File: config.mk
export PLATFORM = sky130hd
export DESIGN_NAME = quoted_field_splitter_top
export DESIGN_NICKNAME = d
export VERILOG_FILES = /design/src/qfs_pkg.sv /design/src/quoted_field_splitter_top.sv /design/src/qfs_parser.sv
export VERILOG_INCLUDE_DIRS = /design/src /design/src/src
export SDC_FILE = /design/constraint.sdc
export NUM_CORES = 1
export LEC_CHECK = 0
export BUFFER_PORTS_ARGS = -buffer_cell sky130_fd_sc_hd__buf_2
export CORE_MARGIN = 2
export CORE_UTILIZATION = 45
export CTS_CLUSTER_DIAMETER = 60
export DETAILED_ROUTE_END_ITERATION = 7
export SYNTH_ARGS = -nofsm -noshare
export SYNTH_HDL_FRONTEND = slang
export SYNTH_SLANG_ARGS = --single-unit
File: constraint.sdc
create_clock -name clk -period 22 [get_ports clk]
set_input_delay 3.3 -clock clk [delete_from_list [all_inputs] [get_ports clk]]
set_output_delay 3.3 -clock clk [all_outputs]
set_load 0.005 [all_outputs]
File: src/quoted_field_splitter_top_defines.svh
// ----------------------------------------------------------------------------
// quoted field splitter assertion macros
// concurrent check helpers, compiled out when ASSERT_OFF is set
// ----------------------------------------------------------------------------
`ifndef QUOTED_FIELD_SPLITTER_TOP_DEFINES_SVH
`define QUOTED_FIELD_SPLITTER_TOP_DEFINES_SVH

`ifndef ASSERT_OFF
// same-cycle implication
`define QFS_ASSERT_NOW(lbl, ck, rs, ante, cons) \
  lbl: assert property (@(posedge ck) disable iff (rs) (ante) |-> (cons)) \
    else $error("qfs check failed");
// next-cycle implication
`define QFS_ASSERT_NEXT(lbl, ck, rs, ante, cons) \
  lbl: assert property (@(posedge ck) disable iff (rs) (ante) |=> (cons)) \
    else $error("qfs check failed");
`else
`define QFS_ASSERT_NOW(lbl, ck, rs, ante, cons)
`define QFS_ASSERT_NEXT(lbl, ck, rs, ante, cons)
`endif

`endif

File: src/qfs_pkg.sv
// ----------------------------------------------------------------------------
// qfs_pkg
// shared types and constants of the quoted field splitter
// ----------------------------------------------------------------------------
package qfs_pkg;

  localparam int MAX_RESULTS = 3;

  // result kinds
  localparam logic [1:0] KIND_DATA = 2'd0;
  localparam logic [1:0] KIND_FEND = 2'd1;
  localparam logic [1:0] KIND_SEND = 2'd2;
  localparam logic [1:0] KIND_ERR  = 2'd3;

  // register indexes
  localparam logic [2:0] REG_MAX_FIELDS   = 3'd0;
  localparam logic [2:0] REG_DELIM_LOW    = 3'd1;
  localparam logic [2:0] REG_DELIM_MID_LO = 3'd2;
  localparam logic [2:0] REG_DELIM_MID_HI = 3'd3;
  localparam logic [2:0] REG_DELIM_HIGH   = 3'd4;

  localparam logic [7:0]  MAX_FIELDS_RESET = 8'd255;
  localparam logic [63:0] DELIM_LOW_RESET  = 64'h0000_1000_0000_0000;

  // characters
  localparam logic [7:0] CHAR_NUL   = 8'h00;
  localparam logic [7:0] CHAR_SPACE = 8'h20;
  localparam logic [7:0] CHAR_TAB   = 8'h09;
  localparam logic [7:0] CHAR_QUOTE = 8'h22;
  localparam logic [7:0] CHAR_BSL   = 8'h5c;
  localparam logic [7:0] CHAR_0     = 8'h30;
  localparam logic [7:0] CHAR_7     = 8'h37;
  localparam logic [7:0] CHAR_LC_B  = 8'h62;
  localparam logic [7:0] CHAR_LC_N  = 8'h6e;
  localparam logic [7:0] CHAR_LC_R  = 8'h72;
  localparam logic [7:0] CHAR_LC_T  = 8'h74;
  localparam logic [7:0] CHAR_BS    = 8'h08;
  localparam logic [7:0] CHAR_LF    = 8'h0a;
  localparam logic [7:0] CHAR_CR    = 8'h0d;

  typedef struct packed {
    logic [1:0] kind;
    logic [7:0] data;
    logic [7:0] index;
    logic [7:0] count;
  } result_t;

  typedef struct packed {
    logic [1:0]                        cnt;
    result_t [MAX_RESULTS-1:0]         res;
  } bundle_t;

  function automatic result_t make_res(logic [1:0] kind, logic [7:0] data,
                                       logic [7:0] index, logic [7:0] count);
    result_t r;
    r.kind  = kind;
    r.data  = data;
    r.index = index;
    r.count = count;
    return r;
  endfunction

endpackage

File: src/quoted_field_splitter_top.sv
// ----------------------------------------------------------------------------
// quoted_field_splitter_top
// splits a NUL-ended byte stream into quoted, escaped fields
// ----------------------------------------------------------------------------
//   channel  | signals                                         | role
//   ---------+-------------------------------------------------+---------------
//   in       | in_valid, in_stall, in_byte                     | one byte
//   out      | out_valid, out_stall, out_kind, out_byte,       | one result
//            | field_index, field_count, last                  |
//   cfg      | cfg_we, cfg_index, cfg_data                     | register write
//
// a byte is parsed in the cycle it is accepted; its zero to three results are
// held in a result register and leave one per cycle while out_stall is low.
// a new byte is taken in the cycle the last held result is taken, or at once
// when no result is held.
// reset restores the register defaults and the start-of-string state.
// ----------------------------------------------------------------------------
`include "quoted_field_splitter_top_defines.svh"

module quoted_field_splitter_top import qfs_pkg::*; (
  input  logic        clk,
  input  logic        rst,
  input  logic        cfg_we,
  input  logic [2:0]  cfg_index,
  input  logic [63:0] cfg_data,
  input  logic        in_valid,
  output logic        in_stall,
  input  logic [7:0]  in_byte,
  output logic        out_valid,
  input  logic        out_stall,
  output logic [1:0]  out_kind,
  output logic [7:0]  out_byte,
  output logic [7:0]  field_index,
  output logic [7:0]  field_count,
  output logic        last
);

  bundle_t                   bundle;
  result_t [MAX_RESULTS-1:0] res_q;
  logic [1:0]                cnt_q;
  logic [1:0]                head_q;
  logic                      take;
  logic                      pop;
  logic                      pop_last;
  result_t                   cur;

  qfs_parser u_parser (
    .clk       (clk),
    .rst       (rst),
    .cfg_we    (cfg_we),
    .cfg_index (cfg_index),
    .cfg_data  (cfg_data),
    .take      (take),
    .in_byte   (in_byte),
    .bundle    (bundle)
  );

  assign cur         = res_q[head_q];
  assign out_valid   = (cnt_q != 2'd0);
  assign pop         = out_valid && !out_stall;
  assign pop_last    = (head_q == cnt_q - 2'd1);
  assign in_stall    = out_valid && !(pop && pop_last);
  assign take        = in_valid && !in_stall;

  assign out_kind    = cur.kind;
  assign out_byte    = cur.data;
  assign field_index = cur.index;
  assign field_count = cur.count;
  assign last        = pop_last;

  always_ff @(posedge clk) begin
    if (rst) begin
      cnt_q  <= '0;
      head_q <= '0;
    end else if (take && bundle.cnt != 2'd0) begin
      res_q  <= bundle.res;
      cnt_q  <= bundle.cnt;
      head_q <= '0;
    end else if (pop) begin
      if (pop_last) begin
        cnt_q  <= '0;
        head_q <= '0;
      end else begin
        head_q <= head_q + 2'd1;
      end
    end
  end

  `QFS_ASSERT_NOW(a_head_in_range, clk, rst, cnt_q != 2'd0, head_q < cnt_q)
  `QFS_ASSERT_NOW(a_send_is_last, clk, rst, out_valid && out_kind == KIND_SEND,
                  last && field_count == field_index + 8'd1)
  `QFS_ASSERT_NOW(a_err_is_last, clk, rst, out_valid && out_kind == KIND_ERR, last)
  `QFS_ASSERT_NEXT(a_pop_advances, clk, rst, pop && !pop_last && !take,
                   out_valid && head_q == $past(head_q) + 2'd1)

endmodule

File: src/qfs_parser.sv
// ----------------------------------------------------------------------------
// qfs_parser
// configuration registers, parse state and the per-byte result bundle
// ----------------------------------------------------------------------------
module qfs_parser import qfs_pkg::*; (
  input  logic        clk,
  input  logic        rst,
  input  logic        cfg_we,
  input  logic [2:0]  cfg_index,
  input  logic [63:0] cfg_data,
  input  logic        take,
  input  logic [7:0]  in_byte,
  output bundle_t     bundle
);

  logic [7:0]   max_fields;
  logic [255:0] delim_map;

  logic       at_field_start, at_field_start_next;
  logic       inside_quotes, inside_quotes_next;
  logic       escape_pending, escape_pending_next;
  logic       octal_active, octal_active_next;
  logic [7:0] octal_value, octal_value_next;
  logic [7:0] current_field, current_field_next;
  logic       string_started, string_started_next;
  logic       discarding, discarding_next;

  logic       done;
  logic       is_octal;
  logic       is_delim;
  logic [7:0] esc_byte;
  logic [1:0] n;

  assign is_octal = (in_byte >= CHAR_0) && (in_byte <= CHAR_7);
  assign is_delim = (in_byte != CHAR_NUL) && delim_map[in_byte];

  always_comb begin
    case (in_byte)
      CHAR_LC_B: esc_byte = CHAR_BS;
      CHAR_LC_N: esc_byte = CHAR_LF;
      CHAR_LC_R: esc_byte = CHAR_CR;
      CHAR_LC_T: esc_byte = CHAR_TAB;
      default:   esc_byte = in_byte;
    endcase
  end

  always_comb begin
    at_field_start_next = at_field_start;
    inside_quotes_next  = inside_quotes;
    escape_pending_next = escape_pending;
    octal_active_next   = octal_active;
    octal_value_next    = octal_value;
    current_field_next  = current_field;
    string_started_next = string_started;
    discarding_next     = discarding;
    bundle              = '0;
    n                   = 2'd0;
    done                = 1'b0;

    if (discarding) begin
      done = 1'b1;
      if (in_byte == CHAR_NUL) begin
        at_field_start_next = 1'b1;
        inside_quotes_next  = 1'b0;
        escape_pending_next = 1'b0;
        octal_active_next   = 1'b0;
        octal_value_next    = '0;
        current_field_next  = '0;
        string_started_next = 1'b0;
        discarding_next     = 1'b0;
      end
    end

    // limit check on the first byte of a string
    if (!done && !string_started) begin
      string_started_next = 1'b1;
      if (current_field >= max_fields) begin
        bundle.res[n] = make_res(KIND_ERR, 8'd0, current_field, 8'd0);
        n = n + 2'd1;
        done = 1'b1;
        if (in_byte == CHAR_NUL) begin
          string_started_next = 1'b0;
        end else begin
          discarding_next = 1'b1;
        end
      end
    end

    if (!done && escape_pending) begin
      done = 1'b1;
      escape_pending_next = 1'b0;
      if (in_byte == CHAR_NUL) begin
        bundle.res[n] = make_res(KIND_SEND, 8'd0, current_field, current_field + 8'd1);
        n = n + 2'd1;
        at_field_start_next = 1'b1;
        inside_quotes_next  = 1'b0;
        octal_active_next   = 1'b0;
        octal_value_next    = '0;
        current_field_next  = '0;
        string_started_next = 1'b0;
      end else if (is_octal) begin
        octal_active_next = 1'b1;
        octal_value_next  = {5'd0, in_byte[2:0]};
      end else begin
        bundle.res[n] = make_res(KIND_DATA, esc_byte, current_field, 8'd0);
        n = n + 2'd1;
      end
    end

    if (!done && octal_active) begin
      if (is_octal) begin
        done = 1'b1;
        octal_value_next = {octal_value[4:0], in_byte[2:0]};
      end else begin
        // octal run ends: flush the value, then handle this byte normally
        bundle.res[n] = make_res(KIND_DATA, octal_value, current_field, 8'd0);
        n = n + 2'd1;
        octal_active_next = 1'b0;
        octal_value_next  = '0;
      end
    end

    if (!done && at_field_start && (in_byte == CHAR_SPACE || in_byte == CHAR_TAB)) begin
      done = 1'b1;
    end

    if (!done) begin
      at_field_start_next = 1'b0;
      if (in_byte == CHAR_NUL) begin
        bundle.res[n] = make_res(KIND_SEND, 8'd0, current_field, current_field + 8'd1);
        n = n + 2'd1;
        at_field_start_next = 1'b1;
        inside_quotes_next  = 1'b0;
        escape_pending_next = 1'b0;
        octal_active_next   = 1'b0;
        octal_value_next    = '0;
        current_field_next  = '0;
        string_started_next = 1'b0;
        discarding_next     = 1'b0;
      end else if (is_delim) begin
        if (inside_quotes) begin
          bundle.res[n] = make_res(KIND_DATA, in_byte, current_field, 8'd0);
          n = n + 2'd1;
        end else begin
          bundle.res[n] = make_res(KIND_FEND, 8'd0, current_field, 8'd0);
          n = n + 2'd1;
          current_field_next  = current_field + 8'd1;
          at_field_start_next = 1'b1;
          inside_quotes_next  = 1'b0;
          if (current_field_next >= max_fields) begin
            bundle.res[n] = make_res(KIND_ERR, 8'd0, current_field_next, 8'd0);
            n = n + 2'd1;
            discarding_next = 1'b1;
          end
        end
      end else if (in_byte == CHAR_QUOTE) begin
        inside_quotes_next = !inside_quotes;
      end else if (in_byte == CHAR_BSL) begin
        escape_pending_next = 1'b1;
      end else begin
        bundle.res[n] = make_res(KIND_DATA, in_byte, current_field, 8'd0);
        n = n + 2'd1;
      end
    end

    bundle.cnt = n;
  end

  always_ff @(posedge clk) begin
    if (rst) begin
      max_fields     <= MAX_FIELDS_RESET;
      delim_map      <= {192'd0, DELIM_LOW_RESET};
      at_field_start <= 1'b1;
      inside_quotes  <= 1'b0;
      escape_pending <= 1'b0;
      octal_active   <= 1'b0;
      octal_value    <= '0;
      current_field  <= '0;
      string_started <= 1'b0;
      discarding     <= 1'b0;
    end else begin
      if (cfg_we) begin
        unique case (cfg_index)
          REG_MAX_FIELDS:   max_fields <= cfg_data[7:0];
          REG_DELIM_LOW:    delim_map[63:0]    <= cfg_data;
          REG_DELIM_MID_LO: delim_map[127:64]  <= cfg_data;
          REG_DELIM_MID_HI: delim_map[191:128] <= cfg_data;
          REG_DELIM_HIGH:   delim_map[255:192] <= cfg_data;
          default: ;
        endcase
      end
      if (take) begin
        at_field_start <= at_field_start_next;
        inside_quotes  <= inside_quotes_next;
        escape_pending <= escape_pending_next;
        octal_active   <= octal_active_next;
        octal_value    <= octal_value_next;
        current_field  <= current_field_next;
        string_started <= string_started_next;
        discarding     <= discarding_next;
      end
    end
  end

endmodule

==> Word-level counts from Yosys, hierarchy flattened <==
Index checks and enable logic that the tools add are counted.
{ "word_totals": {"register_bits": 368, "in_bits": 80, "out_inout_bits": 29, "wordCells": 231} }
{ "op_classes": {"n_addsub": 7, "n_lt_le_gt_ge": 14, "n_eq_ne": 13, "mux": 128, "n_bitwise": 1, "reduce_logical": 41} }
{ "ops": {"columns": ["cell", "count"], "rows": [
  ["two-way mux 78 bit", 12],
  ["bitwise mux 78 bit", 7],
  ["demux 26 bit (select 2 bit)", 4],
  ["two-way mux 26 bit", 7],
  ["two-way mux 8 bit", 17],
  ["two-way mux 1 bit", 61],
  ["binary-select mux 26 bit (select 2 bit)", 1],
  ["== test 8 x 7 -> 1 bit, second input constant", 5],
  ["two-way mux 2 bit", 17],
  ["case mux 8 bit (4 select lines)", 1],
  ["== test 8 x 6 -> 1 bit, second input constant", 2],
  ["greater-or-equal comparator 8 bit", 2],
  ["logical AND 1 bit", 16],
  ["less-than comparator 2 x 3 -> 1 bit, second input constant", 5],
  ["AND reduction 2 bit", 7],
  ["adder 2 x 1 -> 2 bit, second input constant", 5],
  ["logical NOT 1 bit", 9],
  ["less-than comparator 8 x 9 -> 1 bit, second input constant", 1],
  ["adder 8 x 1 -> 8 bit, second input constant", 1],
  ["binary-select mux 1 bit (select 8 bit)", 1],
  ["== test 8 x 4 -> 1 bit, second input constant", 1],
  ["greater-or-equal comparator 2 x 1 -> 1 bit, second input constant", 4],
  ["greater-or-equal comparator 8 x 6 -> 1 bit, second input constant", 1],
  ["<= comparator 8 x 6 -> 1 bit, second input constant", 1],
  ["other kinds (12)", 16]
]} }

==> Depth between registers and ports, before layout <==
Gate-level depths: netlist of the first run.
{ "logic_depth": {"depth_word": 22, "ltp_mapped": 22, "depth_no_buf": 21} }

==> Modules after synthesis <==
A second synthesis of the first run with hierarchy kept.
{ "unflattened": {"hier_cells": 2154, "hier_area_um2": 18169.9} }
{ "by_module_without_submodules": {"columns": ["mod", "instances", "cells_each", "area_per_inst_um2", "seq_area_each_um2"], "rows": [
  ["qfs_parser", 1, 1947, 14934.3, 5725.5],
  ["quoted_field_splitter_top", 1, 207, 3235.6, 2422.3]
]} }

==> Worst setup path before layout of the first run <==
OpenSTA, ideal clock, no wires.
{ "synth_timing": {"path_type": "input to register", "start": "input port in_byte[7]", "end": "register res_q[0] in the netlist's numbering, enable pin", "setup_ns": 0.540, "arrival_ns": 10.028, "required_ns": 21.460, "path_slack_ns": 11.432, "stages": 15, "path_buffers": 2, "path_cell_list": "clkbuf_1 -> nor2_1 -> nand3_1 -> clkbuf_1 -> ha_1 -> nor3b_1 -> nand2_1 -> ha_1 -> nor3_1 -> o21ai_1 -> ha_1 -> mux2i_1 -> a211oi_1 -> or3_1 -> a21oi_1"} }
{ "synth_between": {"elab_chain_len": 18, "elab_cells_between_ends": 37, "classes_between": "3 x add/sub; 2 x order compare; 4 x eq/ne; 17 x mux; 11 x reduce/logical"} }
{ "synth_rtl": {"columns": ["item", "line", "source"], "rows": [
  ["start, declared", "quoted_field_splitter_top.sv:28", "input logic [7:0] in_byte,"],
  ["greater-or-equal comparator 8 x 6 -> 1 bit / <= comparator 8 x 6 -> 1 bit (equally long branches)", "qfs_parser.sv:34", "assign is_octal = (in_byte >= CHAR_0) && (in_byte <= CHAR_7);"],
  ["logical AND 1 bit", "qfs_parser.sv:34", null],
  ["two-way mux 2 bit", "qfs_parser.sv:101", "end else if (is_octal) begin"],
  ["two-way mux 2 bit", "qfs_parser.sv:92", "if (in_byte == CHAR_NUL) begin"],
  ["two-way mux 2 bit", "qfs_parser.sv:89", "if (!done && escape_pending) begin"],
  ["adder 2 x 1 -> 2 bit", "qfs_parser.sv:117", "n = n + 2'd1;"],
  ["two-way mux 2 bit", "qfs_parser.sv:111", "if (is_octal) begin"],
  ["two-way mux 2 bit", "qfs_parser.sv:110", "if (!done && octal_active) begin"],
  ["[... 2 more ...]", null, null],
  ["two-way mux 2 bit", "qfs_parser.sv:150", "if (current_field_next >= max_fields) begin"],
  ["two-way mux 2 bit", "qfs_parser.sv:141", "if (inside_quotes) begin"],
  ["two-way mux 2 bit", "qfs_parser.sv:140", "end else if (is_delim) begin"],
  ["two-way mux 2 bit", "qfs_parser.sv:129", "if (in_byte == CHAR_NUL) begin"],
  ["two-way mux 2 bit *", "qfs_parser.sv:127", "if (!done) begin"],
  ["nonzero test 2 bit *", "quoted_field_splitter_top.sv:75", "end else if (take && bundle.cnt != 2'd0) begin"],
  ["logical AND 1 bit *", "quoted_field_splitter_top.sv:75", null],
  ["AND reduction 2 bit (no source line) *", null, null],
  ["end signal, assigned", "quoted_field_splitter_top.sv:76", "res_q <= bundle.res;"],
  ["end, declared", "quoted_field_splitter_top.sv:39", "result_t [MAX_RESULTS-1:0] res_q;"]
]} }
Mark *: on every way between the ends. The rest lies on a longest branch, timed or not. The select of a mux whose other input is x is not followed.
A chain may end at the register's enable or synchronous reset.

==> Final worst setup path of the first run <==
{ "layout_timing": {"start": "input port in_byte[0]", "end": "register res_q[76] in the netlist's numbering, enable pin"} }
Same word-level chain as after synthesis.

==> results of run 1 <==
## worst register-to-register path: stages, from the launching register on
cell and delay, ps:
dfxtp_1 630, inv_1 160, ha_1 330, nand2b_1 150, a21o_1 180, a211oi_1 420, o32ai_1 170, buf_4 190
nand2b_1 220, inv_1 70, ha_1 290, o21ai_1 230, a21oi_1 140, ha_1 330, nor3_1 50, o21ai_1 430
ha_1 310, mux2i_1 140, a211oi_1 90, or3_1 470, a21oi_4 140, buf_4 760
## flip-flops by register name, summed over array words and instances, names as in the netlist
| name | cells |
|---|---|
| u_parser.delim_map | 256 |
| u_parser.octal_active | 1 |
| res_q | 78 |
| u_parser.octal_value | 8 |
| head_q | 2 |
| cnt_q | 2 |
| u_parser.string_started | 1 |
| u_parser.inside_quotes | 1 |
| u_parser.discarding | 1 |
| u_parser.at_field_start | 1 |
| u_parser.escape_pending | 1 |
| u_parser.current_field | 8 |
| u_parser.max_fields | 8 |
## cells in the final DEF (no fill, tap or decap), drive strengths merged, types with 48 or more instances in the layout
master and instances:
o21ai 71, edfxtp 78, a21oi 290, nor2 76, mux2i 83, mux4 48
clkbuf 64, nand2 601, buf 129, dfxtp 290
## metrics by stage
stage          total power [µW]  area (µm²)  setup WS [ps]
2_1_floorplan               812       17900          11430
3_3_place_gp                854       18500          13300
3_5_place_dp                857       18500          13190
4_1_cts                    1570       19900          13800
5_1_grt                    1610       19900          13530
6_report                   1560       19900          13800
## per-layer routing
| metal | routed length, µm | share of wire (%) | up-vias | GRT usage (%) |
|---|---|---|---|---|
| met1 | 21700 | 42 | 7167 | 32.2 |
| met2 | 25700 | 49 | 500 | 42.8 |
| met3 | 3010 | 5.8 | 97 | 4.01 |
| met5 | 0 | 0 | - | 0 |
| met4 | 1730 | 3.3 | 0 | 9.62 |
| li1 | - | - | 7229 | - |
## worst min-delay path by stage
stage | start | to | slack [ps] | cells after the start
after floorplan | u_parser.delim_map[109] | u_parser.delim_map[109] | 430 | 2
after CTS | u_parser.delim_map[10] | u_parser.delim_map[10] | 450 | 2
final | u_parser.delim_map[15] | u_parser.delim_map[15] | 450 | 2
after global placement | u_parser.delim_map[61] | u_parser.delim_map[61] | 440 | 2
after detailed placement | u_parser.delim_map[10] | u_parser.delim_map[10] | 440 | 2
after global routing | u_parser.delim_map[10] | u_parser.delim_map[10] | 470 | 2
## cell usage after synthesis (5+ instances only)
master / count
nand2_1: 601
dfxtp_1: 290
a21oi_1: 289
clkbuf_1: 119
mux2i_1: 83
edfxtp_1: 78
nor2_1: 76
o21ai_0: 64
mux4_2: 45
inv_1: 33
a22oi_1: 27
ha_1: 25
nand3_1: 25
a32o_1: 15
buf_2: 15
a21o_1: 13
a22o_1: 13
o211ai_1: 13
nand2b_1: 12
nor3_1: 12
and3_1: 11
nand4_1: 10
nor4_1: 10
a31oi_1: 9
a211oi_1: 8
buf_6: 7
mux2_2: 7
and2_1: 6
buf_1: 6
nor2b_1: 6
o21ai_1: 6
o22ai_1: 6
o31ai_1: 6
or3_1: 6
nor3b_1: 5
o21a_1: 5
## kinds of logic after synthesis
kind of cell / after synthesis / share of synthesized area [%]
AOI/OAI and AO/OA: 517 / 17.3
xor gates and xnor gates: 8 / 0.392
adders and majority gates: 25 / 1.75
buffers and inverters: 193 / 4.94
DFF: 368 / 45.6
muxes: 139 / 11.3
and+or+nand+nor: 802 / 18.7
## report_power, final
group          internal [µW]  switching (µW)  leakage, µW  total [µW]
Combinational           42.5            83.4      0.00337         126
Sequential               708            8.72      0.00308         717
Clock                    427             289     0.000711         716
Total                   1180             381      0.00716        1560
## cell type report
type,instances,area [µm²]
multi-input combinational,1491,8860
sequential,368,8150
timing repair buffer,130,721
clock inverter,12,154
clock buffer,63,1280
fill,3681,19000
inverter,37,139
tap,518,648
==> results.md, run 1 <==
* Inst Count DP at 2544
* Min-Delay Path Class: reg2reg
* Max incr delay on CP at 760 ps
* Drt total wl at 52200 µm
* Synthesis Warnings at 0
* Unrepaired setup endpoints after global routing: no
* Drt drc at 0
* Syn Area/Cell at 8.70 µm²
* Final hold vios at 0
* Most frequent CP cell: buf_4
* Hold_ws at 450 ps
* Total CTS buffers at 41
* TritonRoute pass-1 iters at 6
* Chip height at 203 µm
* Fin. max-slew vios at 0
* Layout cell share with drive strength beyond 1 at 13.3%
* Sequential-to-total area share from yosys stat at 45.6%
* N_diodes at 0
* Clock Latency Late Sink at 590 ps
* Max Freq at 122 MHz
* Critical-path cell list: buf_6 -> buf_4 -> mux4_1 -> mux4_2 -> nand2_1 -> o2111ai_1 -> a211oi_2 -> a21o_1 -> buf_4 -> nor4_1 -> or3_1 -> a21oi_4 -> buf_4
* RR Endpoint: res_q[76]
* Htree depth at 2
* Via count at 15000
* TNS Setup at 0 ps
* Placer congestion estimate at 0.918
* Net Count, Synth at 2157
* Distinct cells, synth at 84
* Top cells by area, synth: dfxtp_1 33%, edfxtp_1 13%, nand2_1 13%
* Cell count after synthesis at 2052
* Number of enable flip-flop cells after synthesis at 78
* Starting Density at 45.9%
* Cts repair resizes at 0
* Post-synthesis instance area at 0.0179 mm²
* WP buf/inv at 4
* Wire length per cell at 19.9 µm
* Crit path depth at 13
* GRT overflow at 0
* Max transition margin at 30.2%
* Status: finished, final reports clean
* Slew @ Worst Pin at 1050 ps
* Crit Path Class: in2reg
* Post-DP HPWL at 34700 µm
* CORE AREA at 0.0389 mm²
* Asr flop ratio synth at 0%
* Post-synth top flop: dfxtp_1
* First-pass GRT wire length at 82000 µm
* Crit. Startpoint: in_byte[0]
* IO Port Bufs at 108
* Final net count at 2174
* Fin crit period at 8200 ps
* Startpoint Class: input port
* Row count at 72
* Fin cells at 2619
* Worst R2R Start: u_parser.current_field[0]
* Worst-case reg-to-reg path depth at 21
* Worst clock skew at 42.5 ps
* Layout area overhead at 11.7%
* Crit path max-delay family: buffers and inverters
* P per Cell Area at 78.1 mW/mm²
* Synth area leader: dfxtp_1
* Routed Antenna Nets at 0
* Worst-path maximum fanout at 78
* Antenna violations before repair at 0
* Die Width at 203 µm
* I/O pin cnt at 109
* Peak VDD IR at 0.0785 mV
* Vias/cell at 5.72
* CP arrival at 8380 ps
* Leak at 0.00716 µW
* GRT Overall Usage at 25.2%
* Critical Path RT at 22180 ps
* CTS tree: yes
* Largest net degree at the start of global routing at 85
* Slowest CP cell: buf_4
* Post-synth top area share at 32.5%
* R2r setup slk at 15680 ps
* Clock tree sinks at 368
* Setup crit end: res_q[76]
* Max Cap Violations at 0
* Die area at 0.0413 mm²
* Endpoint class of the critical path: flip-flop
* Clk buf depth at 3
* Final setup fails at 0
* Drt initial violations at 1392
* CTS root buf: clkbuf_16
* CTS clock-pin slew for the worst setup and hold paths at 60 ps
* Number of global-route vias before repair at 14400
* Final worst-path cycle share at 37.3%
* Post-CTS Setup Bufs at 0
* Hold Buf Count CTS at 0
* Yosys reg bits at 368
* Post-Route Utilization at 51.3%
No activity file was read; power rests on OpenSTA's default activity.
==> run 2, diff against run 1 <==
Settings changed: ABC_AREA from default to 1.
Clock period 22 ns to 7.35 ns, I/O delays scaled along.
==> results.md, run 2 <==
* Htree depth at 2 (unchanged)
* Hold Path End: u_parser.delim_map[155]
* Die Width at 207 µm (+2.0%)
* I/O pin cnt at 109 (unchanged)
* Hold Buf Count CTS at 0 (unchanged)
* Sequential-to-total area share from yosys stat at 43.8% (-1.8 points)
* Final setup fails at 0 (unchanged)
* Worst clock skew at 20.2 ps (-22.2 ps)
* Clock Latency Late Sink at 570 ps (-20 ps)
* Endpoint class of the critical path: flip-flop
* Max reg flops at 256 (unchanged)
* Final net count at 2863 (+32%)
* Post-synthesis instance area at 0.0186 mm² (+4.2%)
* GRT overflow at 0 (unchanged)
* Fin. max-slew vios at 0 (unchanged)
* Clk buf depth at 3 (unchanged)
* Die area at 0.0430 mm² (+4.1%)
* Peak VDD IR at 0.192 mV (+140%)
* Top Registers: u_parser.delim_map (256), res_q (78)
* Critical-path cell list: clkinv_1 -> ha_1 -> nand2_1 -> nor2_1 -> nor2_1 -> nand2_1 -> nand2_1 -> nand2_1 -> nand2_2 -> nand3_1 -> nor2_1 -> nand2_1 -> nand2_2 -> ha_1 -> or2_2 -> nand2_1 -> nand4_1 -> nand3_1 -> nand2_1 -> a21oi_4 -> buf_12
* CTS clock-pin slew for the worst setup and hold paths at 60 ps (about the same)
* Routed Antenna Nets at 0 (unchanged)
* Drt initial violations at 1392 (unchanged)
* RR Endpoint: res_q[21]
* Leak at 0.00918 µW (+28%)
* Post-synth top area share at 31.2% (-1.3 points)
* Max incr delay on CP at 670 ps (-90 ps)
* Asr flop ratio synth at 0% (unchanged)
* Critical Path RT at 7570 ps (-14610 ps)
* Total CTS buffers at 42 (+2.4%)
* Cell count after synthesis at 2742 (+34%)
* Post-synth top flop: dfxtp_1
* Starting Density at 45.6% (-0.32 points)
* Worst R2R Start: u_parser.current_field[0]
* Most common cell after layout, fill and taps aside: nand2_1
* Unrepaired setup endpoints after global routing: no
* Post-DP HPWL at 39100 µm (+13%)
* CTS root buf: clkbuf_16
* Largest net degree at the start of global routing at 149 (+75%)
* Number of enable flip-flop cells after synthesis at 78 (unchanged)
* GRT Overall Usage at 27.4% (+2.2 points)
* Chip height at 207 µm (+2.0%)
* Final hold vios at 0 (unchanged)
* Min-Delay Path Class: reg2reg
* CP arrival at 6260 ps (-2120 ps)
* Final worst-path cycle share at 82.1%
* P per Cell Area at 227 mW/mm² (+190%)
* Commonest cells after routing, fill and taps aside: 682 x nand2_1, 521 x nor2_1, 361 x o21ai_0
* Fin crit period at 6030 ps
* Layout area overhead at 12.0%
* Distinct cells, synth at 44 (-48%)
* Post-CTS Setup Bufs at 0 (unchanged)
* Synth area leader: dfxtp_1
* Slowest CP cell: nand2_1
* Synthesis Warnings at 0 (unchanged)
* Drt total wl at 60200 µm (+15%)
* Worst-path maximum fanout at 65 (-17%)
* CTS tree: yes
* Count leader, synth: nand2_1
* Top cells by area, synth: dfxtp_1 31%, nand2_1 14%, edfxtp_1 13%
* IO Port Bufs at 108 (unchanged)
* Placer congestion estimate at 0.940 (+2.5%)
* Worst-case reg-to-reg path depth at 21 (unchanged)
* Min-delay src: u_parser.delim_map[155]
* Layout cell share with drive strength beyond 1 at 8.75% (-4.6 points)
* Worst hold path depth at 2 (unchanged)
* Via count at 18200 (+21%)
* Startpoint Class: flip-flop
* TNS Setup at 0 ps (unchanged)
* Yosys reg bits at 368 (unchanged)
* Wire length per cell at 18.1 µm (-9.0%)
* Multi-input gate area at 0.00916 mm² (+3.3%)
* Status: finished, final reports clean
* Antenna violations before repair at 2 (+2)
* Cell area after layout at 0.0208 mm² (+4.4%)
* Max Cap Violations at 0 (unchanged)
* Drt drc at 0 (unchanged)
* Max transition margin at 24.2% (-5.9 points)
* Syn Area/Cell at 6.79 µm² (-22%)
* Clock tree sinks at 368 (unchanged)
* TritonRoute pass-1 iters at 6 (unchanged)
* Fillers at 4131 (+12%)
* Slew @ Worst Pin at 1140 ps (+91.4 ps)
* Cts repair resizes at 0 (unchanged)
* Top cells by count, synth: 682 x nand2_1, 521 x nor2_1, 361 x o21ai_0
* Vias/cell at 5.47 (-4.5%)
* Net Count, Synth at 2847 (+32%)
* R2r setup slk at 1320 ps (-14360 ps)
* CORE AREA at 0.0408 mm² (+4.9%)
* Row count at 74 (+2.8%)
* Most flops, register: u_parser.delim_map
* Max Freq at 166 MHz
* Number of global-route vias before repair at 17200 (+19%)
* Crit Path Class: reg2reg
* Storage element area at 0.00815 mm² (unchanged)
* First-pass GRT wire length at 95700 µm (+17%)
* Placement Cell Area at 0.0194 mm² (+4.8%)
* Most frequent CP cell: nand2_1
-- run 2: cell types whose count changed after synthesis, sizes merged, moves of 83 or more --
cell	delta
a21oi	-157
nand3	+94
inv	+143
nor2	+456
mux2i	-83
o21ai	+342
nand2	+88
-- run 2: power breakdown --
part	internal (µW)	switching, µW	leakage [µW]
sequential	2140	32.6	0.00312
clock	1290	859	0.000701
combinational	115	303	0.00536
-- run 2: worst max-delay path by stage --
stage | from | endpoint | slack (ps) | cells after the start
final | u_parser.current_field[0] | res_q[21] | 1320 | 21
after detailed placement | in_byte[5] | res_q[19] | 1360 | 22
after global routing | u_parser.current_field[0] | res_q[49] | 1010 | 28
after global placement | in_byte[5] | res_q[19] | 1420 | 22
after floorplan | in_byte[5] | res_q[0] | 590 | 21
after CTS | u_parser.current_field[0] | res_q[16] | 1390 | 21
-- run 2: critical path: cells and delay by family (launching register included) --
kind / cells / cell delay, ps
adder cells (fa/ha/maj): 2 / 730
AO/OA/AOI/OAI: 1 / 490
buffers and inverters: 2 / 770
AND/OR/NAND/NOR: 16 / 3050
flip-flops: 1 / 580
-- run 2: layout make-up --
| type | instances | area share (%) |
|---|---|---|
| multi-input cells | 2029 | 43.9 |
| flip-flops and latches | 368 | 39.1 |
| clock buffers | 63 | 6.02 |
| repair buffers | 134 | 3.60 |
| inverters | 183 | 3.32 |
| well taps | 532 | 3.19 |
| clock inverters | 13 | 0.787 |
| diodes | 3 | 0.0360 |
-- run 2: through the flow --
stage,util (%),hold WS (ps),setup WS [ps],cells,total power [µW]
6_report,51.0,447,1320,3325,4740
5_1_grt,51.0,458,1010,3322,4910
4_1_cts,51.0,446,1390,3322,4780
3_5_place_dp,47.5,437,1360,3246,2630
3_3_place_gp,47.5,432,1420,3246,2620
2_1_floorplan,-,423,589,2742,2460
-- run 2: metal layers --
layer | global-route usage, % | vias up | routed length [µm]
met2 | 46.8 | 566 | 28800
met3 | 3.42 | 119 | 3370
li1 | - | 8977 | -
met5 | 0 | - | 0
met4 | 9.73 | 0 | 1810
met1 | 35.8 | 8513 | 26200
-- run 2: cell families after synthesis --
family	Yosys count	synth area share, %
simple gates	1380	29.4
compound gates	617	17.6
flops	368	43.8
buf+inv	345	7.22
fa+ha+maj	25	1.68
xor+xnor	7	0.329
